[src/sv/rpd_pkg.sv]
`timescale 1ns / 1ps
// ----------------------------------------------------------------------------
// rpd_pkg
// Shared types, character codes and helpers of the packet deframer.
// ----------------------------------------------------------------------------
package rpd_pkg;

  typedef enum logic [3:0] {
    KIND_PAYLOAD   = 4'd0,
    KIND_ACK       = 4'd1,
    KIND_RETX      = 4'd2,
    KIND_INTR      = 4'd3,
    KIND_PKT_OK    = 4'd4,
    KIND_EMPTY_OK  = 4'd5,
    KIND_BAD_CSUM  = 4'd6,
    KIND_INVALID   = 4'd7,
    KIND_TRUNCATED = 4'd8,
    KIND_EOF_IDLE  = 4'd9
  } kind_e;

  localparam logic [7:0] CH_PLUS   = 8'h2b;
  localparam logic [7:0] CH_MINUS  = 8'h2d;
  localparam logic [7:0] CH_INTR   = 8'h63;
  localparam logic [7:0] CH_DOLLAR = 8'h24;
  localparam logic [7:0] CH_HASH   = 8'h23;
  localparam logic [7:0] CH_COLON  = 8'h3a;
  localparam logic [7:0] CH_ESC    = 8'h7d;
  localparam logic [7:0] CH_STAR   = 8'h2a;
  localparam logic [7:0] ESC_XOR   = 8'h20;
  localparam logic [7:0] REP_BIAS  = 8'd29;
  localparam logic [7:0] REP_TOP   = 8'd155;

  localparam int unsigned MaxRes = 3;
  localparam int unsigned QDepth = 4;
  localparam int unsigned QPtrW  = 2;
  localparam int unsigned QCntW  = 3;

  typedef struct packed {
    kind_e       kind;
    logic [7:0]  data;
    logic [6:0]  repeat_res;
    logic [6:0]  seq_id;
    logic        seq_valid;
    logic [7:0]  checksum;
  } res_t;

  typedef struct packed {
    logic [1:0]             cnt;
    res_t [MaxRes-1:0]      res;
  } bundle_t;

  typedef struct packed {
    logic full;
    logic empty;
  } q_stat_t;

  // {valid, nibble}
  function automatic logic [4:0] hex_nibble(input logic [7:0] b);
    logic [4:0] r;
    r = 5'd0;
    if (b inside {[8'h30:8'h39]}) begin
      r = {1'b1, b[3:0]};
    end else if (b inside {[8'h61:8'h66], [8'h41:8'h46]}) begin
      r = {1'b1, 4'(b[3:0] + 4'd9)};
    end
    return r;
  endfunction

endpackage

[src/sv/rpd_in_if.sv]
`timescale 1ns / 1ps
// ----------------------------------------------------------------------------
// rpd_in_if
// Received byte channel.
// ----------------------------------------------------------------------------
interface rpd_in_if;
  logic       valid;
  logic       ready;
  logic [7:0] rx_byte;
  logic       end_of_stream;

  modport source (output valid, output rx_byte, output end_of_stream, input ready);
  modport sink (input valid, input rx_byte, input end_of_stream, output ready);
endinterface

[src/sv/rpd_out_if.sv]
`timescale 1ns / 1ps
// ----------------------------------------------------------------------------
// rpd_out_if
// Decoded result channel.
// ----------------------------------------------------------------------------
interface rpd_out_if;
  logic       valid;
  logic       ready;
  logic [3:0] kind;
  logic [7:0] data;
  logic [6:0] repeat_res;
  logic [6:0] seq_id;
  logic       seq_valid;
  logic [7:0] checksum;
  logic       last;

  modport source (output valid, output kind, output data, output repeat_res,
                  output seq_id, output seq_valid, output checksum, output last,
                  input ready);
  modport sink (input valid, input kind, input data, input repeat_res,
                input seq_id, input seq_valid, input checksum, input last,
                output ready);
endinterface

[src/sv/rpd_cfg_if.sv]
`timescale 1ns / 1ps
// ----------------------------------------------------------------------------
// rpd_cfg_if
// Configuration write channel for the rle enable register.
// ----------------------------------------------------------------------------
interface rpd_cfg_if;
  logic valid;
  logic ready;
  logic rle_enable;

  modport source (output valid, output rle_enable, input ready);
  modport sink (input valid, input rle_enable, output ready);
endinterface

[src/sv/rpd_front.sv]
`timescale 1ns / 1ps
// ----------------------------------------------------------------------------
// rpd_front
// Per-byte framing state machine; turns each byte into a bundle of results.
// ----------------------------------------------------------------------------
module rpd_front import rpd_pkg::*; (
  input  logic       clk_i,
  input  logic       rst_ni,
  input  logic       rle_enable_i,
  input  logic       accept_i,
  input  logic [7:0] rx_byte_i,
  input  logic       eos_i,
  output logic       push_o,
  output bundle_t    bundle_o
);

  typedef enum logic [1:0] {
    PH_IDLE = 2'd0,
    PH_BODY = 2'd1,
    PH_CK1  = 2'd2,
    PH_CK2  = 2'd3
  } phase_e;

  phase_e     phase_q, phase_d;
  logic [7:0] sum_q, sum_d;
  logic       esc_q, esc_d;
  logic       rep_q, rep_d;
  logic [7:0] last_data_q, last_data_d;
  logic [7:0] held0_q, held0_d;
  logic [7:0] held1_q, held1_d;
  logic [1:0] held_cnt_q, held_cnt_d;
  logic       pay_seen_q, pay_seen_d;
  logic       started_q, started_d;
  logic [6:0] seq_q, seq_d;
  logic       seq_flag_q, seq_flag_d;
  logic [3:0] ck_hi_q, ck_hi_d;

  res_t [MaxRes-1:0] res;
  logic [1:0]        nres;

  always_comb begin
    logic       done;
    logic       clr;
    logic [4:0] hx;
    logic [7:0] dd;
    logic [7:0] cs;
    res_t       blank;

    phase_d     = phase_q;
    sum_d       = sum_q;
    esc_d       = esc_q;
    rep_d       = rep_q;
    last_data_d = last_data_q;
    held0_d     = held0_q;
    held1_d     = held1_q;
    held_cnt_d  = held_cnt_q;
    pay_seen_d  = pay_seen_q;
    started_d   = started_q;
    seq_d       = seq_q;
    seq_flag_d  = seq_flag_q;
    ck_hi_d     = ck_hi_q;
    blank       = '0;
    res         = '0;
    nres        = 2'd0;
    done        = 1'b0;
    clr         = 1'b0;
    hx          = hex_nibble(rx_byte_i);
    dd          = 8'd0;
    cs          = 8'd0;

    case (phase_q)
      PH_IDLE: begin
        if (eos_i) begin
          res[nres] = blank; res[nres].kind = KIND_EOF_IDLE; nres = nres + 2'd1;
        end else if (rx_byte_i == CH_PLUS) begin
          res[nres] = blank; res[nres].kind = KIND_ACK; nres = nres + 2'd1;
        end else if (rx_byte_i == CH_MINUS) begin
          res[nres] = blank; res[nres].kind = KIND_RETX; nres = nres + 2'd1;
        end else if (rx_byte_i == CH_INTR) begin
          res[nres] = blank; res[nres].kind = KIND_INTR; nres = nres + 2'd1;
        end else if (rx_byte_i == CH_DOLLAR) begin
          clr     = 1'b1;
          phase_d = PH_BODY;
        end else begin
          res[nres] = blank; res[nres].kind = KIND_INVALID; nres = nres + 2'd1;
        end
      end
      PH_BODY: begin
        if (eos_i) begin
          res[nres] = blank; res[nres].kind = KIND_TRUNCATED; nres = nres + 2'd1;
          clr = 1'b1; phase_d = PH_IDLE;
        end else if (!esc_q && !rep_q && rx_byte_i == CH_HASH) begin
          // flush held digits as payload
          if (held_cnt_q != 2'd0) begin
            res[nres] = blank; res[nres].data = held0_q; res[nres].repeat_res = 7'd1;
            nres = nres + 2'd1; last_data_d = held0_q; pay_seen_d = 1'b1;
          end
          if (held_cnt_q == 2'd2) begin
            res[nres] = blank; res[nres].data = held1_q; res[nres].repeat_res = 7'd1;
            nres = nres + 2'd1; last_data_d = held1_q;
          end
          held_cnt_d = 2'd0;
          phase_d    = PH_CK1;
        end else begin
          sum_d = sum_q + rx_byte_i;
          if (!started_q) begin
            if (held_cnt_q != 2'd2 && rx_byte_i inside {[8'h30:8'h39]}) begin
              if (held_cnt_q[0]) begin
                held1_d = rx_byte_i;
              end else begin
                held0_d = rx_byte_i;
              end
              held_cnt_d = held_cnt_q + 2'd1;
              done = 1'b1;
            end else if (held_cnt_q == 2'd2 && rx_byte_i == CH_COLON) begin
              seq_d      = 7'(7'(held0_q[3:0]) * 7'd10) + 7'(held1_q[3:0]);
              seq_flag_d = 1'b1;
              held_cnt_d = 2'd0;
              started_d  = 1'b1;
              done       = 1'b1;
            end else begin
              if (held_cnt_q != 2'd0) begin
                res[nres] = blank; res[nres].data = held0_q;
                res[nres].repeat_res = 7'd1;
                nres = nres + 2'd1; last_data_d = held0_q; pay_seen_d = 1'b1;
              end
              if (held_cnt_q == 2'd2) begin
                res[nres] = blank; res[nres].data = held1_q;
                res[nres].repeat_res = 7'd1;
                nres = nres + 2'd1; last_data_d = held1_q;
              end
              held_cnt_d = 2'd0;
              started_d  = 1'b1;
            end
          end
          if (!done) begin
            if (rx_byte_i == CH_HASH || rx_byte_i == CH_DOLLAR) begin
              res[nres] = blank; res[nres].kind = KIND_INVALID; nres = nres + 2'd1;
              clr = 1'b1; phase_d = PH_IDLE;
            end else if (rep_q) begin
              if (rx_byte_i < REP_BIAS || rx_byte_i > REP_TOP) begin
                res[nres] = blank; res[nres].kind = KIND_INVALID; nres = nres + 2'd1;
                clr = 1'b1; phase_d = PH_IDLE;
              end else begin
                dd = rx_byte_i - REP_BIAS;
                if (dd != 8'd0) begin
                  res[nres] = blank; res[nres].data = last_data_d;
                  res[nres].repeat_res = dd[6:0];
                  nres = nres + 2'd1; pay_seen_d = 1'b1;
                end
                rep_d = 1'b0;
              end
            end else if (rx_byte_i == CH_ESC) begin
              if (esc_q) begin
                res[nres] = blank; res[nres].kind = KIND_INVALID; nres = nres + 2'd1;
                clr = 1'b1; phase_d = PH_IDLE;
              end else begin
                esc_d = 1'b1;
              end
            end else if (rx_byte_i == CH_STAR && rle_enable_i) begin
              if (!pay_seen_d || esc_q) begin
                res[nres] = blank; res[nres].kind = KIND_INVALID; nres = nres + 2'd1;
                clr = 1'b1; phase_d = PH_IDLE;
              end else begin
                rep_d = 1'b1;
              end
            end else begin
              dd = esc_q ? (rx_byte_i ^ ESC_XOR) : rx_byte_i;
              last_data_d = dd;
              res[nres] = blank; res[nres].data = dd; res[nres].repeat_res = 7'd1;
              nres = nres + 2'd1; pay_seen_d = 1'b1;
              esc_d = 1'b0;
            end
          end
        end
      end
      PH_CK1: begin
        if (eos_i) begin
          res[nres] = blank; res[nres].kind = KIND_TRUNCATED; nres = nres + 2'd1;
          clr = 1'b1; phase_d = PH_IDLE;
        end else if (!hx[4]) begin
          res[nres] = blank; res[nres].kind = KIND_INVALID; nres = nres + 2'd1;
          clr = 1'b1; phase_d = PH_IDLE;
        end else begin
          ck_hi_d = hx[3:0];
          phase_d = PH_CK2;
        end
      end
      PH_CK2: begin
        if (eos_i) begin
          res[nres] = blank; res[nres].kind = KIND_TRUNCATED; nres = nres + 2'd1;
        end else if (!hx[4]) begin
          res[nres] = blank; res[nres].kind = KIND_INVALID; nres = nres + 2'd1;
        end else begin
          cs = {ck_hi_q, hx[3:0]};
          res[nres] = blank;
          res[nres].kind = (cs != sum_q) ? KIND_BAD_CSUM :
                           (pay_seen_q ? KIND_PKT_OK : KIND_EMPTY_OK);
          res[nres].seq_id    = seq_q;
          res[nres].seq_valid = seq_flag_q;
          res[nres].checksum  = cs;
          nres = nres + 2'd1;
        end
        clr = 1'b1; phase_d = PH_IDLE;
      end
      default: begin
        clr = 1'b1; phase_d = PH_IDLE;
      end
    endcase

    if (clr) begin
      sum_d       = 8'd0;
      esc_d       = 1'b0;
      rep_d       = 1'b0;
      last_data_d = 8'd0;
      held0_d     = 8'd0;
      held1_d     = 8'd0;
      held_cnt_d  = 2'd0;
      pay_seen_d  = 1'b0;
      started_d   = 1'b0;
      seq_d       = 7'd0;
      seq_flag_d  = 1'b0;
      ck_hi_d     = 4'd0;
    end
  end

  assign push_o       = accept_i && (nres != 2'd0);
  assign bundle_o.cnt = nres;
  assign bundle_o.res = res;

  always_ff @(posedge clk_i or negedge rst_ni) begin
    if (!rst_ni) begin
      phase_q     <= PH_IDLE;
      sum_q       <= 8'd0;
      esc_q       <= 1'b0;
      rep_q       <= 1'b0;
      last_data_q <= 8'd0;
      held0_q     <= 8'd0;
      held1_q     <= 8'd0;
      held_cnt_q  <= 2'd0;
      pay_seen_q  <= 1'b0;
      started_q   <= 1'b0;
      seq_q       <= 7'd0;
      seq_flag_q  <= 1'b0;
      ck_hi_q     <= 4'd0;
    end else if (accept_i) begin
      phase_q     <= phase_d;
      sum_q       <= sum_d;
      esc_q       <= esc_d;
      rep_q       <= rep_d;
      last_data_q <= last_data_d;
      held0_q     <= held0_d;
      held1_q     <= held1_d;
      held_cnt_q  <= held_cnt_d;
      pay_seen_q  <= pay_seen_d;
      started_q   <= started_d;
      seq_q       <= seq_d;
      seq_flag_q  <= seq_flag_d;
      ck_hi_q     <= ck_hi_d;
    end
  end

endmodule

[src/sv/rpd_queue.sv]
`timescale 1ns / 1ps
// ----------------------------------------------------------------------------
// rpd_queue
// Small register queue of result bundles between front and back.
// ----------------------------------------------------------------------------
module rpd_queue import rpd_pkg::*; (
  input  logic    clk_i,
  input  logic    rst_ni,
  input  logic    push_i,
  input  bundle_t bundle_i,
  input  logic    pop_i,
  output bundle_t head_o,
  output q_stat_t stat_o
);

  bundle_t           mem_q [QDepth];
  logic [QPtrW-1:0]  wptr_q;
  logic [QPtrW-1:0]  rptr_q;
  logic [QCntW-1:0]  cnt_q, cnt_d;

  assign stat_o.full  = (cnt_q == QCntW'(QDepth));
  assign stat_o.empty = (cnt_q == '0);
  assign head_o       = mem_q[rptr_q];

  always_comb begin
    cnt_d = cnt_q;
    if (push_i && !pop_i) begin
      cnt_d = cnt_q + 1'b1;
    end else if (pop_i && !push_i) begin
      cnt_d = cnt_q - 1'b1;
    end
  end

  always_ff @(posedge clk_i) begin
    if (push_i) begin
      mem_q[wptr_q] <= bundle_i;
    end
  end

  always_ff @(posedge clk_i or negedge rst_ni) begin
    if (!rst_ni) begin
      wptr_q <= '0;
      rptr_q <= '0;
      cnt_q  <= '0;
    end else begin
      if (push_i) begin
        wptr_q <= wptr_q + 1'b1;
      end
      if (pop_i) begin
        rptr_q <= rptr_q + 1'b1;
      end
      cnt_q <= cnt_d;
    end
  end

endmodule

[src/sv/rpd_back.sv]
`timescale 1ns / 1ps
// ----------------------------------------------------------------------------
// rpd_back
// Walks the results of the head bundle and presents them one per transfer.
// ----------------------------------------------------------------------------
module rpd_back import rpd_pkg::*; (
  input  logic       clk_i,
  input  logic       rst_ni,
  input  bundle_t    head_i,
  input  q_stat_t    stat_i,
  output logic       pop_o,
  rpd_out_if.source  res_o
);

  logic [1:0] idx_q, idx_d;
  res_t       cur;
  logic       is_last;
  logic       xfer;

  always_comb begin
    case (idx_q)
      2'd1:    cur = head_i.res[1];
      2'd2:    cur = head_i.res[2];
      default: cur = head_i.res[0];
    endcase
  end

  assign is_last = (idx_q == 2'(head_i.cnt - 2'd1));
  assign xfer    = res_o.valid && res_o.ready;
  assign pop_o   = xfer && is_last;
  assign idx_d   = pop_o ? 2'd0 : (xfer ? idx_q + 2'd1 : idx_q);

  assign res_o.valid      = !stat_i.empty;
  assign res_o.kind       = cur.kind;
  assign res_o.data       = cur.data;
  assign res_o.repeat_res = cur.repeat_res;
  assign res_o.seq_id     = cur.seq_id;
  assign res_o.seq_valid  = cur.seq_valid;
  assign res_o.checksum   = cur.checksum;
  assign res_o.last       = is_last;

  always_ff @(posedge clk_i or negedge rst_ni) begin
    if (!rst_ni) begin
      idx_q <= 2'd0;
    end else begin
      idx_q <= idx_d;
    end
  end

endmodule

[src/sv/rsp_packet_deframer_unit.sv]
`timescale 1ns / 1ps
// ----------------------------------------------------------------------------
// rsp_packet_deframer_unit
// Byte-serial deframer for remote-debug packets with streamed payload output.
// ----------------------------------------------------------------------------
//  channel  | dir | payload                                        | transfer
//  rx_i     | in  | rx_byte, end_of_stream                         | valid & ready
//  res_o    | out | kind, data, repeat_res, seq_id, seq_valid,     | valid & ready
//           |     | checksum, last                                 |
//  cfg_i    | in  | rle_enable                                     | valid & ready
//
//  one byte is taken per cycle while the four-entry bundle queue has room
//  each byte yields zero to three results, sent one per cycle unless res_o stalls
//  a result is registered in the bundle queue and sent from the queue head
//  reset clears the framing state and the queue; rle_enable resets to 1
//  cfg_i is always ready; output stalls back up through the queue to rx_i
// ----------------------------------------------------------------------------
module rsp_packet_deframer_unit import rpd_pkg::*; (
  input  logic      clk_i,
  input  logic      rst_ni,
  rpd_in_if.sink    rx_i,
  rpd_out_if.source res_o,
  rpd_cfg_if.sink   cfg_i
);

  logic    rle_q;
  logic    accept;
  logic    push;
  logic    pop;
  bundle_t bundle;
  bundle_t head;
  q_stat_t stat;

  assign cfg_i.ready = 1'b1;

  always_ff @(posedge clk_i or negedge rst_ni) begin
    if (!rst_ni) begin
      rle_q <= 1'b1;
    end else if (cfg_i.valid) begin
      rle_q <= cfg_i.rle_enable;
    end
  end

  assign rx_i.ready = !stat.full;
  assign accept     = rx_i.valid && rx_i.ready;

  rpd_front u_front (
    .clk_i        (clk_i),
    .rst_ni       (rst_ni),
    .rle_enable_i (rle_q),
    .accept_i     (accept),
    .rx_byte_i    (rx_i.rx_byte),
    .eos_i        (rx_i.end_of_stream),
    .push_o       (push),
    .bundle_o     (bundle)
  );

  rpd_queue u_queue (
    .clk_i    (clk_i),
    .rst_ni   (rst_ni),
    .push_i   (push),
    .bundle_i (bundle),
    .pop_i    (pop),
    .head_o   (head),
    .stat_o   (stat)
  );

  rpd_back u_back (
    .clk_i  (clk_i),
    .rst_ni (rst_ni),
    .head_i (head),
    .stat_i (stat),
    .pop_o  (pop),
    .res_o  (res_o)
  );

`ifndef SYNTHESIS
  a_push_nonempty: assert property (@(posedge clk_i) disable iff (!rst_ni)
    push |-> bundle.cnt != 2'd0)
    else $error("empty bundle pushed");

  a_push_not_full: assert property (@(posedge clk_i) disable iff (!rst_ni)
    push |-> !stat.full)
    else $error("push into full queue");

  a_head_nonempty: assert property (@(posedge clk_i) disable iff (!rst_ni)
    res_o.valid |-> head.cnt != 2'd0)
    else $error("queue head holds no results");

  a_payload_rep: assert property (@(posedge clk_i) disable iff (!rst_ni)
    (res_o.valid && res_o.kind == KIND_PAYLOAD) |-> res_o.repeat_res != 7'd0)
    else $error("payload result with zero repeat");
`endif

endmodule

[src/flat_wrapper.sv]
// flat-port wrapper written by rule: the top's interface ports become plain ports
module rsp_packet_deframer_unit_flat import rpd_pkg::*;
  (clk_i, rst_ni, rx_i_valid, rx_i_rx_byte, rx_i_end_of_stream, rx_i_ready, res_o_valid, res_o_kind, res_o_data, res_o_repeat_res, res_o_seq_id, res_o_seq_valid, res_o_checksum, res_o_last, res_o_ready, cfg_i_valid, cfg_i_rle_enable, cfg_i_ready);
  rpd_in_if rx_i_i ();
  rpd_out_if res_o_i ();
  rpd_cfg_if cfg_i_i ();
  input  logic clk_i;
  input  logic rst_ni;
  input wire logic [$bits(rx_i_i.valid)-1:0] rx_i_valid;
  input wire logic [$bits(rx_i_i.rx_byte)-1:0] rx_i_rx_byte;
  input wire logic [$bits(rx_i_i.end_of_stream)-1:0] rx_i_end_of_stream;
  output wire logic [$bits(rx_i_i.ready)-1:0] rx_i_ready;
  output wire logic [$bits(res_o_i.valid)-1:0] res_o_valid;
  output wire logic [$bits(res_o_i.kind)-1:0] res_o_kind;
  output wire logic [$bits(res_o_i.data)-1:0] res_o_data;
  output wire logic [$bits(res_o_i.repeat_res)-1:0] res_o_repeat_res;
  output wire logic [$bits(res_o_i.seq_id)-1:0] res_o_seq_id;
  output wire logic [$bits(res_o_i.seq_valid)-1:0] res_o_seq_valid;
  output wire logic [$bits(res_o_i.checksum)-1:0] res_o_checksum;
  output wire logic [$bits(res_o_i.last)-1:0] res_o_last;
  input wire logic [$bits(res_o_i.ready)-1:0] res_o_ready;
  input wire logic [$bits(cfg_i_i.valid)-1:0] cfg_i_valid;
  input wire logic [$bits(cfg_i_i.rle_enable)-1:0] cfg_i_rle_enable;
  output wire logic [$bits(cfg_i_i.ready)-1:0] cfg_i_ready;
  assign rx_i_i.valid = rx_i_valid;
  assign rx_i_i.rx_byte = rx_i_rx_byte;
  assign rx_i_i.end_of_stream = rx_i_end_of_stream;
  assign rx_i_ready = rx_i_i.ready;
  assign res_o_valid = res_o_i.valid;
  assign res_o_kind = res_o_i.kind;
  assign res_o_data = res_o_i.data;
  assign res_o_repeat_res = res_o_i.repeat_res;
  assign res_o_seq_id = res_o_i.seq_id;
  assign res_o_seq_valid = res_o_i.seq_valid;
  assign res_o_checksum = res_o_i.checksum;
  assign res_o_last = res_o_i.last;
  assign res_o_i.ready = res_o_ready;
  assign cfg_i_i.valid = cfg_i_valid;
  assign cfg_i_i.rle_enable = cfg_i_rle_enable;
  assign cfg_i_ready = cfg_i_i.ready;
  rsp_packet_deframer_unit u_core (.clk_i(clk_i), .rst_ni(rst_ni), .rx_i(rx_i_i), .res_o(res_o_i), .cfg_i(cfg_i_i));
endmodule
[config.mk]
export PLATFORM = sky130hd
export DESIGN_NAME = rsp_packet_deframer_unit_flat
export DESIGN_NICKNAME = d
export VERILOG_FILES = /design/src/sv/rpd_pkg.sv /design/src/sv/rpd_in_if.sv /design/src/sv/rpd_out_if.sv /design/src/sv/rpd_cfg_if.sv /design/src/sv/rpd_front.sv /design/src/sv/rpd_queue.sv /design/src/sv/rpd_back.sv /design/src/sv/rsp_packet_deframer_unit.sv /design/src/flat_wrapper.sv
export SDC_FILE = /design/constraint.sdc
export NUM_CORES = 1
export LEC_CHECK = 0
export BUFFER_PORTS_ARGS = -buffer_cell sky130_fd_sc_hd__buf_2
export CAP_MARGIN = 10
export CORE_ASPECT_RATIO = 2
export CORE_MARGIN = 5
export CORE_UTILIZATION = 32
export DETAILED_ROUTE_END_ITERATION = 16
export PLACE_DENSITY = 0.57
export RECOVER_POWER = 25
export SLEW_MARGIN = 20
export SYNTH_ARGS = -nofsm -noshare
export SYNTH_HDL_FRONTEND = slang
export SYNTH_SLANG_ARGS = --single-unit
[constraint.sdc]
create_clock -name clk_i -period 10.2 [get_ports clk_i]
set_input_delay 1.02 -clock clk_i [delete_from_list [all_inputs] [get_ports clk_i]]
set_output_delay 1.02 -clock clk_i [all_outputs]
set_load 0.03 [all_outputs]
=== Word-level counts from Yosys, hierarchy flattened ===
Memories as Yosys holds them, arrays and structs flattened.
Cells that the tools add are included.

* $add $sub $neg: 14
* $mul: 1
* Magnitude comparators: 14
* Eq/ne operators: 38
* Muxes and demuxes: 263
* Bitwise logic cells: 7
* Reduce and logical (&&, ||, !) cells: 51

{| class="wikitable"
|+ Operators with widths
! operator !! number
|-
| 105-bit 2-to-1 mux || 18
|-
| 105-bit bitwise mux || 9
|-
| 35-bit demux with 2-bit select || 10
|-
| 35-bit 2-to-1 mux || 17
|-
| 105-bit inverter || 3
|-
| 8-bit 2-to-1 mux || 35
|-
| 35-bit by 105-bit bitwise AND with 105-bit output || 2
|-
| 34-bit 2-to-1 mux || 5
|-
| 70-bit 2-to-1 mux || 2
|-
| 35-bit case mux with 4 select lines || 1
|-
| 31-bit 2-to-1 mux || 4
|-
| 2-bit 2-to-1 mux || 54
|-
| 105-bit bitwise AND || 1
|-
| 1-bit 2-to-1 mux || 84
|-
| 35-bit case mux with 2 select lines || 1
|-
| 23-bit 2-to-1 mux || 3
|-
| 7-bit 2-to-1 mux || 7
|-
| 8-bit by 6-bit equality test with 1-bit output, second input constant || 6
|-
| 33-bit 2-to-1 mux || 1
|-
| 2-bit nonzero test || 11
|-
| 7-bit != test, second input constant || 3
|-
| 7-bit AND reduction || 3
|-
| 1-bit logical AND || 17
|-
| 8-bit by 7-bit equality test with 1-bit output, second input constant || 2
|-
| other kinds (45) || 89
|}

* Register bits after elaboration: 62
* Memory bits (writable): 428
* Output and inout port bits: 39
* Logic and storage cells: 407
* Memories kept: 1

{| class="wikitable"
|+ Memories
! memory !! words !! bits a word !! read ports !! clocked after Yosys merged registers in !! wr ports !! line !! text
|-
| u_core.u_queue.mem_q || 4 || 107 || 1 || 0 || 1 || rpd_queue.sv:16 || <nowiki>bundle_t mem_q [QDepth];</nowiki>
|}

=== Logic depth before layout (Yosys ltp) ===
Gate-level depths: netlist (run 1).

* Depth after elaboration: 34
* Gate-level depth with buffers: 19
* Gate-level depth less buffers: 17

=== Modules after synthesis ===
From an unflattened synthesis (run 1), not the netlist that was laid out.

* Cells, all modules: 1574
* Area, all modules: 22989.5 um^2

{| class="wikitable"
|+ By module, submodules not included
! module !! times used !! cells an instance !! area an instance (um^2) !! seq. area each (um^2)
|-
| rpd_queue || 1 || 593 || 15796.4 || 13027.5
|-
| rpd_front || 1 || 830 || 6281.0 || 1301.2
|-
| rpd_back || 1 || 145 || 849.6 || 50.0
|-
| rsp_packet_deframer_unit || 1 || 6 || 62.6 || 26.3
|}

=== Worst setup path after synthesis (run 1) ===
No wires, ideal clock.

* Path type: input to register
* From: in rx_i_rx_byte[0]
* To: mem u_core.u_queue.mem_q[0][0] (netlist name), enable pin
* Library setup time: 0.435 ns
* Arrival: 5.631 ns
* Setup slack: 4.135 ns
* Stages on the path: 14
* Buffers on the path: 2
* Cells stage by stage: clkbuf_1 > inv_1 > ha_1 > or2_2 > a211o_1 > a21oi_4 > and2_0 > clkbuf_1 > inv_1 > ha_1 > nor4_1 > nand3b_1 > a31oi_4 > and2_1

* Word-level cells in the longest chain between the ends: 23
* Elaborated cells on any way between the ends: 74
* Those cells by class: 2 x add/sub; 8 x order compare; 8 x eq/ne; 41 x mux; 15 x reduce/logical

{| class="wikitable"
|+ RTL lines
! what !! line !! text
|-
| start, declared || flat_wrapper.sv:10 || <nowiki>input wire logic [$bits(rx_i_i.rx_byte)-1:0] rx_i_rx_byte;</nowiki>
|-
| branches (longest 18 deep; another with 8-bit by 6-bit >= comparator with 1-bit output) || -- ||
|-
| 2-bit case mux with 4 select lines (*) || rpd_front.sv:71 || <nowiki>case (phase_q)</nowiki>
|-
| 2-bit nonzero test (*) || rpd_front.sv:227 || <nowiki>assign push_o = accept_i && (nres != 2'd0);</nowiki>
|-
| 1-bit logical AND (*) || rpd_front.sv:227 ||
|-
| net u_core.push || rsp_packet_deframer_unit.sv:28 || <nowiki>logic push;</nowiki>
|-
| 1-bit 2-to-1 mux (*) || rpd_queue.sv:35 || <nowiki>if (push_i) begin</nowiki>
|-
| 1-bit 2-to-1 mux (not written as such) (*) || rpd_queue.sv:36 || <nowiki>mem_q[wptr_q] <= bundle_i;</nowiki>
|-
| end, declared || rpd_queue.sv:16 ||
|}

Mark *: on every way through the listed nets, which the timed path passes. The select of a mux whose other input is x is not followed.

=== Worst setup path after layout (run 1) ===
* From: in rx_i_rx_byte[0]
* To: mem u_core.u_queue.mem_q[3][34] (netlist name), enable pin

Same word-level chain as after synthesis.

==> out/results.txt, run 1 <==
R2R Path End: u_core.u_queue.mem_q[3][34]
FP Rows: 118
TritonCTS clock tree: yes
Net Count, Synth: 1281
Post-Synthesis Cells: 1231
Count of flip-flops with a built-in enable after synthesis: 276
DR WL/cell: 24.0 µm
Final Total Pwr: 5160 µW
Met2 Usage GRT: 0.303
Core Util, Final: 0.357
Tcrit/Tclk final: 0.627
Post-route cell area: 18400 µm²
Chip width: 171 µm
Number of buffers added for setup after CTS: 0
YS warnings: 0
Crit end category: register
Die H: 332 µm
Total core area: 51500 µm²
Fin. Hold Viols: 0
Seq/Total Area, Yosys: 0.593
Distinct cells, synth: 94
Sinks on Clock Net: 338
Worst vdd ir: 0.168 mV
Placed Area: 17500 µm²
Crit-path max FO: 54
Hold buffer count at CTS: 0
Max Cap Viol: 2
FF+latch area: 9840 µm²
Met1 Use GR: 0.175
Slew headroom: -1.53
GRT overflow: 0
Antenna violations before repair: 1
Worst R2R Setup Slack: 4750 ps
DR iter-0 viols: 825
Main synth FF type: edfxtp_1
Htree depth: 1
Seq cells post-synth: 338
Status: finished, violations left
Avg Inst Size Synth: 13.5 µm²
Required @ worst endpoint: 10370 ps
P_leak: 0.00630 µW
RR Startpoint: u_core.u_front.held_cnt_q[0]
Die area: 56800 µm²
Largest net degree at the start of global routing: 63
# diodes: 0
Vias per Instance: 5.51
Overall global routing resource usage: 0.162
Total vias in the final route: 10700
Clock root buffer: clkbuf_16
CP max-delay cell: clkbuf_1
Clock buffer count from CTS: 28
Clock slew at reported path FFs: 70 ps
Setup TNS: 0 ps
Hold_sp: u_core.u_front.seq_q[2]
Ys async rst share: 0.183
Fillers: 4855
Arrival time worst endpoint: 6560 ps
ANT nets after route: 0
Number of global-route vias before repair: 11000
First-pass GRT wire length: 70300 µm
Layer with the highest usage: met2
Violated checks: capacitance limit, slew limit
Critical path, cell by cell: clkbuf_1, inv_1, ha_1, or2_2, a211o_1, a21oi_4, and2_0, inv_1, ha_1, nor4_1, nand3b_1, a31oi_4, and2_4, buf_4
Final net count: 1301
Synthesized cell area: 16600 µm²
Drt drc: 0
Most frequent cells in the layout: edfxtp_1 (276), nand2_1 (105), nor2_1 (77), mux4_2 (69), a21oi_1 (66)
Slew at the pin with the worst max-slew slack: 3790 ps
Starting Density: 0.322
Layout cells sized above 1: 0.174
P&R area growth vs syn: 10.8%
Hold path depth: 2
Final setup fails: 0
GPL Wtd Cong: 0.953
Reg2reg path depth: 14
WS Path Type: in -> reg
CP peak stage delay: 720 ps
Highest Clock Rate: 156 MHz
Multi-input logic area: 6300 µm²
Worst skew pair latency: 560 ps
First-pass DRT Iterations: 5
DP HPWL: 33700 µm
Slew Limit Fails: 106
Fin crit period: 6390 ps
Most common cell after layout, fill and taps aside: edfxtp_1
PD cells: 281 nW/µm²
Clock Path Buffers: 3
Setup crit start kind: input port
Detailed-route wire length: 46400 µm
HP Class: reg -> reg
I/O pins: 54
M3 GR Usage: 0.0151
Worst Hold End: u_core.u_front.seq_q[2]
RSZ-0062 raised after global routing: false
Final Skew: 21.3 ps
Resized cells post-CTS: 0
Buffers on Ports: 52
per-layer routing:
layer	share of wire	routed length, µm
met1	0.35	16100
met2	0.55	25500
met3	0.037	1740
met4	0.065	3030
met5	0.00028	13
through the flow:
step	hold WS (ps)	worst slack, ps	std cells
3_5_place_dp	463	3760	1881
4_1_cts	479	4330	1933
6_report	479	3810	1933
2_1_floorplan	440	4130	1231
3_3_place_gp	457	3880	1881
5_1_grt	489	3590	1933
state kept, by name (all words and copies together), names as in the netlist, 2 cells and up:
register / cells
u_core.u_front.phase_q: 2
u_core.u_front.sum_q: 8
u_core.u_front.held1_q: 8
u_core.u_queue.cnt_q: 3
u_core.u_front.seq_q: 7
u_core.u_queue.mem_q: 276
u_core.u_front.held_cnt_q: 2
u_core.u_front.last_data_q: 8
u_core.u_front.held0_q: 8
u_core.u_back.idx_q: 2
u_core.u_front.ck_hi_q: 4
u_core.u_queue.rptr_q: 2
u_core.u_queue.wptr_q: 2
worst max-delay path by stage:
stage,from,end,slack [ps],depth (start not counted)
2_1_floorplan,rx_i_rx_byte[0],u_core.u_queue.mem_q[0][0],4130,14
3_3_place_gp,rx_i_rx_byte[0],u_core.u_queue.mem_q[1][5],3880,14
3_5_place_dp,rx_i_rx_byte[0],u_core.u_queue.mem_q[0][4],3760,14
4_1_cts,rx_i_rx_byte[0],u_core.u_queue.mem_q[1][31],4330,14
5_1_grt,rx_i_rx_byte[0],u_core.u_queue.mem_q[0][7],3590,14
6_report,rx_i_rx_byte[0],u_core.u_queue.mem_q[3][34],3810,14
cells in the mapped netlist (all sizes together), types with 5 or more instances:
| cell type | number | share of area |
|---|---|---|
| edfxtp | 276 | 0.50 |
| nand2 | 105 | 0.024 |
| nor2 | 79 | 0.019 |
| mux4 | 69 | 0.094 |
| a21oi | 67 | 0.022 |
| o21ai | 67 | 0.020 |
| dfrtp | 61 | 0.092 |
| clkbuf | 48 | 0.011 |
| and2 | 45 | 0.017 |
| ha | 31 | 0.023 |
| buf | 29 | 0.0095 |
| a22oi | 20 | 0.0099 |
| inv | 20 | 0.0045 |
| nor3 | 20 | 0.0069 |
| o22ai | 20 | 0.0075 |
| mux2i | 18 | 0.011 |
| xor2 | 18 | 0.0095 |
| a21o | 17 | 0.0077 |
| nand3 | 17 | 0.0057 |
| o31ai | 16 | 0.0075 |
| nand2b | 15 | 0.0057 |
| a31oi | 14 | 0.0062 |
| xnor2 | 14 | 0.0074 |
| mux2 | 13 | 0.0088 |
| nor2b | 13 | 0.0049 |
| o211ai | 10 | 0.0045 |
| a22o | 9 | 0.0048 |
| or3 | 8 | 0.0030 |
| a211oi | 6 | 0.0038 |
| or2 | 6 | 0.0023 |
| nor4 | 5 | 0.0023 |
cells by family after synthesis:
family	share of synthesized area
compound gates	0.120
xor+xnor	0.0169
fa+ha+maj	0.0282
buf+inv	0.0249
flops	0.593
mux	0.113
other cells	0.000226
simple gates	0.103
report_power, final:
part           switching (µW)  leakage [µW]  internal (µW)
logic                    1230       0.00244            732
registers                 220       0.00338           1830
clock network             494      0.000473            652
total                    1950       0.00630           3210
cell type report:
cell class,instances,share of cell area
Multi-Input combinational cell,796,0.343
Clock buffer,32,0.0401
Sequential cell,338,0.535
Inverter,20,0.00408
Clock inverter,20,0.0133
Timing Repair Buffer,67,0.0192
Tap cell,660,0.0449
critical path, delay by kind of cell:
family	cells	cell delay, ps
AOI/OAI and AO/OA	3	1370
adders and majority gates	2	650
buffers and inverters	4	1790
and+or+nand+nor	5	1600
(Power assumes the default switching activity.)
==> run 2, diff against run 1 <==
PLACE_DENSITY = 0.58   (was 0.57)
clock period = 5.6 ns   (was 10.2 ns; I/O delays follow)
==> out/results.txt, run 2 (synthesis results as in run 1) <==
Status: finished, violations left
Violated checks: capacitance limit, slew limit
WS Path Type: in -> reg
WL met2: 26800 µm
Number of global-route vias before repair: 11300
Buffers on Ports: 52
Final worst setup slack: 733 ps
Die H: 332 µm
Fin. Hold Viols: 0
Multi-input logic area: 6310 µm²
GRT overflow: 0
DR WL/cell: 24.8 µm
Tcrit/Tclk final: 0.869
Largest net degree at the start of global routing: 67
Fin crit period: 4870 ps
Number of buffers added for setup after CTS: 0
FP Rows: 118
Final net count: 1340
Slew Limit Fails: 47
Most common cell after layout, fill and taps aside: edfxtp_1
Setup crit start kind: input port
Antenna violations before repair: 1
Min Hold Slack: 240 ps
Crit-path max FO: 16
DR iter-0 viols: 676
Highest Clock Rate: 205 MHz
R2R Path End: u_core.u_front.held1_q[2]
P_leak: 0.00654 µW
I/O pins: 54
Clock root buffer: clkbuf_16
Crit end category: register
Worst skew pair latency: 570 ps
Reg2reg path depth: 11
Clock slew at reported path FFs: 70 ps
GPL Wtd Cong: 0.993
CP endpoint: u_core.u_queue.cnt_q[1]
Required @ worst endpoint: 6060 ps
Fillers: 4825
Worst R2R Setup Slack: 870 ps
Vias per Instance: 5.48
P&R area growth vs syn: 12.8%
DP HPWL: 36500 µm
Met3 routed WL: 1860 µm
Final Skew: 22.0 ps
Setup TNS: 0 ps
Final setup fails: 0
RR Startpoint: u_core.u_front.held_cnt_q[0]
Clock buffer count from CTS: 28
FF+latch area: 9850 µm²
Worst vdd ir: 0.261 mV
Dpl ws: 831 ps
Largest reg by FF count: u_core.u_queue.mem_q
Slew headroom: -0.893
Post-Route M1 WL: 16500 µm
Htree depth: 1
First-pass GRT wire length: 73000 µm
Starting Density: 0.322
Total core area: 51500 µm²
Clock Path Buffers: 3
Layout cells sized above 1: 0.197
Max Cap Viol: 1
Detailed-route wire length: 48800 µm
Highest routed layer: met5
First-pass DRT Iterations: 5
ANT nets after route: 0
Max reg flops: 276
Worst Setup SP: rx_i_rx_byte[4]
PD cells: 504 nW/µm²
Arrival time worst endpoint: 5330 ps
Sinks on Clock Net: 338
Drt drc: 0
# diodes: 0
Chip width: 171 µm
TritonCTS clock tree: yes
Slew at the pin with the worst max-slew slack: 2840 ps
Die area: 56800 µm²
Overall global routing resource usage: 0.170
RSZ-0062 raised after global routing: false
HP Class: in -> reg
Total vias in the final route: 10800
Most frequent cells in the layout: edfxtp_1 (276), nand2_1 (105), nor2_1 (77), mux4_2 (69), a21oi_1 (66)
==> run 2: changes by cell type in the layout (fill, tap and decap cells not counted), moves of 2 or more <==
cell,delta
buf_4,+26
a2111oi_2,-2
buf_2,+3
inv_6,+2
bufinv_16,-3
and2_1,+2
and2_0,-2
buf_12,+8
a2111oi_0,+2
==> run 2: power breakdown <==
part           internal, µW  leakage (µW)  switching [µW]
clock                  1060      0.000445             923
sequential             3330       0.00338             395
combinational          1440       0.00271            2300
==> run 2: stage by stage <==
| step | utilization | cell area (µm²) | power (µW) | instances |
|---|---|---|---|---|
| 2_1_floorplan | - | 16600 | 6240 | 1231 |
| 3_3_place_gp | 0.346 | 17800 | 7560 | 1919 |
| 3_5_place_dp | 0.346 | 17800 | 7600 | 1919 |
| 4_1_cts | 0.365 | 18800 | 9600 | 1972 |
| 5_1_grt | 0.363 | 18700 | 9940 | 1972 |
| 6_report | 0.363 | 18700 | 9440 | 1972 |
==> run 2: routing by layer <==
layer / GRT usage / up-vias
met5: 0 / -
li1: - / 4856
met3: 0.0182 / 145
met1: 0.179 / 5460
met4: 0.107 / 2
met2: 0.316 / 346
==> run 2: repair_timing <==
| item | 4_1_cts | 5_1_grt |
|---|---|---|
| endpoints found under the hold margin | 16 | 0 |
| gates resized for setup | 0 | 0 |
| hold buffers | 1 | 0 |
==> run 2: worst min-delay path by stage <==
stage,start,to,slack [ps],depth (start not counted)
4_1_cts,cfg_i_rle_enable,u_core.rle_q,210,2
6_report,cfg_i_rle_enable,u_core.rle_q,240,2
2_1_floorplan,rst_ni,u_core.u_back.idx_q[0],260,0
5_1_grt,cfg_i_rle_enable,u_core.rle_q,240,2
3_5_place_dp,u_core.u_front.held0_q[7],u_core.u_front.held0_q[7],470,1
3_3_place_gp,u_core.u_front.seq_q[4],u_core.u_front.seq_q[4],460,2
==> run 2: layout make-up <==
cell class / count / area share
clock inverters: 20 / 0.00996
clock buffers: 32 / 0.0394
multi-input cells: 796 / 0.337
flip-flops and latches: 338 / 0.526
repair buffers: 106 / 0.0394
well taps: 660 / 0.0441
inverters: 20 / 0.00401
==> run 2: worst max-delay path: stages <==
cell and delay [ps]:
clkbuf_1 880, nand4bb_1 170, clkbuf_1 250, a21oi_1 340, a21oi_1 250, o311ai_0 800
o32ai_1 170, a211oi_1 570, a31oi_4 280, ha_1 290, inv_1 80, fa_1 410
mux2_2 270
==> run 3, diff against run 2 <==
CORE_MARGIN = 2   (was 5)
REMOVE_ABC_BUFFERS = 1   (was default)
==> out/results.txt, run 3 (synthesis results as in run 1) <==
Status: finished, violations left
CP peak stage delay: 950 ps
Slew at the pin with the worst max-slew slack: 3600 ps
TritonCTS clock tree: yes
Critical path, cell by cell: clkbuf_1, nor4b_1, nand3_2, a2111oi_0, o31ai_1, and2_4, nor3_1, nor2_1, a22o_1
Chip width: 165 µm
Total vias in the final route: 10600
Number of buffers added for setup after CTS: 0
Layout cells sized above 1: 0.187
M3 GR Usage: 0.0155
Arrival time worst endpoint: 5060 ps
DR WL/cell: 23.5 µm
Buf/Inv on CP: 1
DP HPWL: 34000 µm
First-pass DRT Iterations: 5
Worst vdd ir: 0.259 mV
Total core area: 51500 µm²
CP max-delay cell: nor3_1
PD cells: 502 nW/µm²
Fin. Hold Viols: 0
Layer with the highest usage: met2
GPL Wtd Cong: 0.968
Overall global routing resource usage: 0.173
Sinks on Clock Net: 338
Fin crit period: 4590 ps
Hold buffer count at CTS: 0
Final net count: 1326
HP Class: in -> reg
Largest reg by FF count: u_core.u_queue.mem_q
Detailed-route wire length: 45900 µm
WS Path Type: in -> reg
Clock buffer count from CTS: 27
Required @ worst endpoint: 6080 ps
Resized cells post-CTS: 0
Clock slew at reported path FFs: 80 ps
DR iter-0 viols: 687
Htree depth: 1
Clock root buffer: clkbuf_16
Violated checks: capacitance limit, slew limit
Final Total Pwr: 9300 µW
Clock Path Buffers: 3
First-pass GRT wire length: 69200 µm
Buffers on Ports: 52
# diodes: 0
Most common cell after layout, fill and taps aside: edfxtp_1
Final Skew: 17.8 ps
Final worst setup slack: 1010 ps
P&R area growth vs syn: 11.7%
Min Hold Slack: 221 ps
FP Rows: 118
Setup TNS: 0 ps
Highest Clock Rate: 218 MHz
I/O pins: 54
Crit end category: register
Max Cap Viol: 2
Antenna violations before repair: 0
Worst R2R Setup Slack: 1170 ps
P_leak: 0.00644 µW
ANT nets after route: 0
Most frequent cells in the layout: edfxtp_1 (276), nand2_1 (105), nor2_1 (79), mux4_2 (69), a21oi_1 (66)
Met2 Usage GRT: 0.328
Setup crit start kind: input port
Die H: 326 µm
Met1 Use GR: 0.180
Vias per Instance: 5.43
FF+latch area: 9840 µm²
Final setup fails: 0
GRT overflow: 0
Slew Limit Fails: 90
Crit-path max FO: 16
Tcrit/Tclk final: 0.819
Worst skew pair latency: 590 ps
Slew headroom: -1.40
Fillers: 4912
Number of global-route vias before repair: 11200
Max reg flops: 276
Die area: 53800 µm²
Starting Density: 0.322
RSZ-0062 raised after global routing: false
Top delay family on crit path: simple AND/OR/NAND/NOR gates
Dpl ws: 775 ps
Multi-input logic area: 6290 µm²
Drt drc: 0
Largest net degree at the start of global routing: 63
## run 3: final cells by class
class | count | area share
sequential | 338 | 0.531
multi-input combinational | 796 | 0.340
tap | 660 | 0.0446
clock buffer | 27 | 0.0365
timing repair buffer | 93 | 0.0341
clock inverter | 20 | 0.0102
inverter | 20 | 0.00405
## run 3: path summary, 6_finish.rpt
check                                              from                       endpoint  cells past startpoint
setup / recovery                        rx_i_rx_byte[4]  u_core.u_front.last_data_q[5]                      9
hold / removal                         cfg_i_rle_enable                   u_core.rle_q                      2
setup reg to reg           u_core.u_front.held_cnt_q[0]    u_core.u_queue.mem_q[1][23]                     12
hold reg to reg                 u_core.u_front.seq_q[5]        u_core.u_front.seq_q[5]                      2
max in group asynchronous                        rst_ni       u_core.u_queue.rptr_q[1]                      2
min in group asynchronous                        rst_ni         u_core.u_back.idx_q[0]                      2
## run 3: power breakdown
part / switching, µW / internal (µW)
Sequential: 347 / 3320
Clock: 920 / 989
Combinational: 2310 / 1410
Total: 3570 / 5730
## run 3: through the flow
stage | std cells | util | instance area (µm²)
after detailed placement | 1907 | 0.344 | 17700
after global routing | 1954 | 0.360 | 18500
after floorplan | 1154 | - | 16200
after CTS | 1954 | 0.361 | 18600
final | 1954 | 0.360 | 18500
after global placement | 1907 | 0.344 | 17700
## run 3: per-layer routing
metal  wire [µm]  vias up
met5           0        -
met4        3120        0
met1       16100     5374
met2       25300      288
met3        1340      116
li1            -     4834
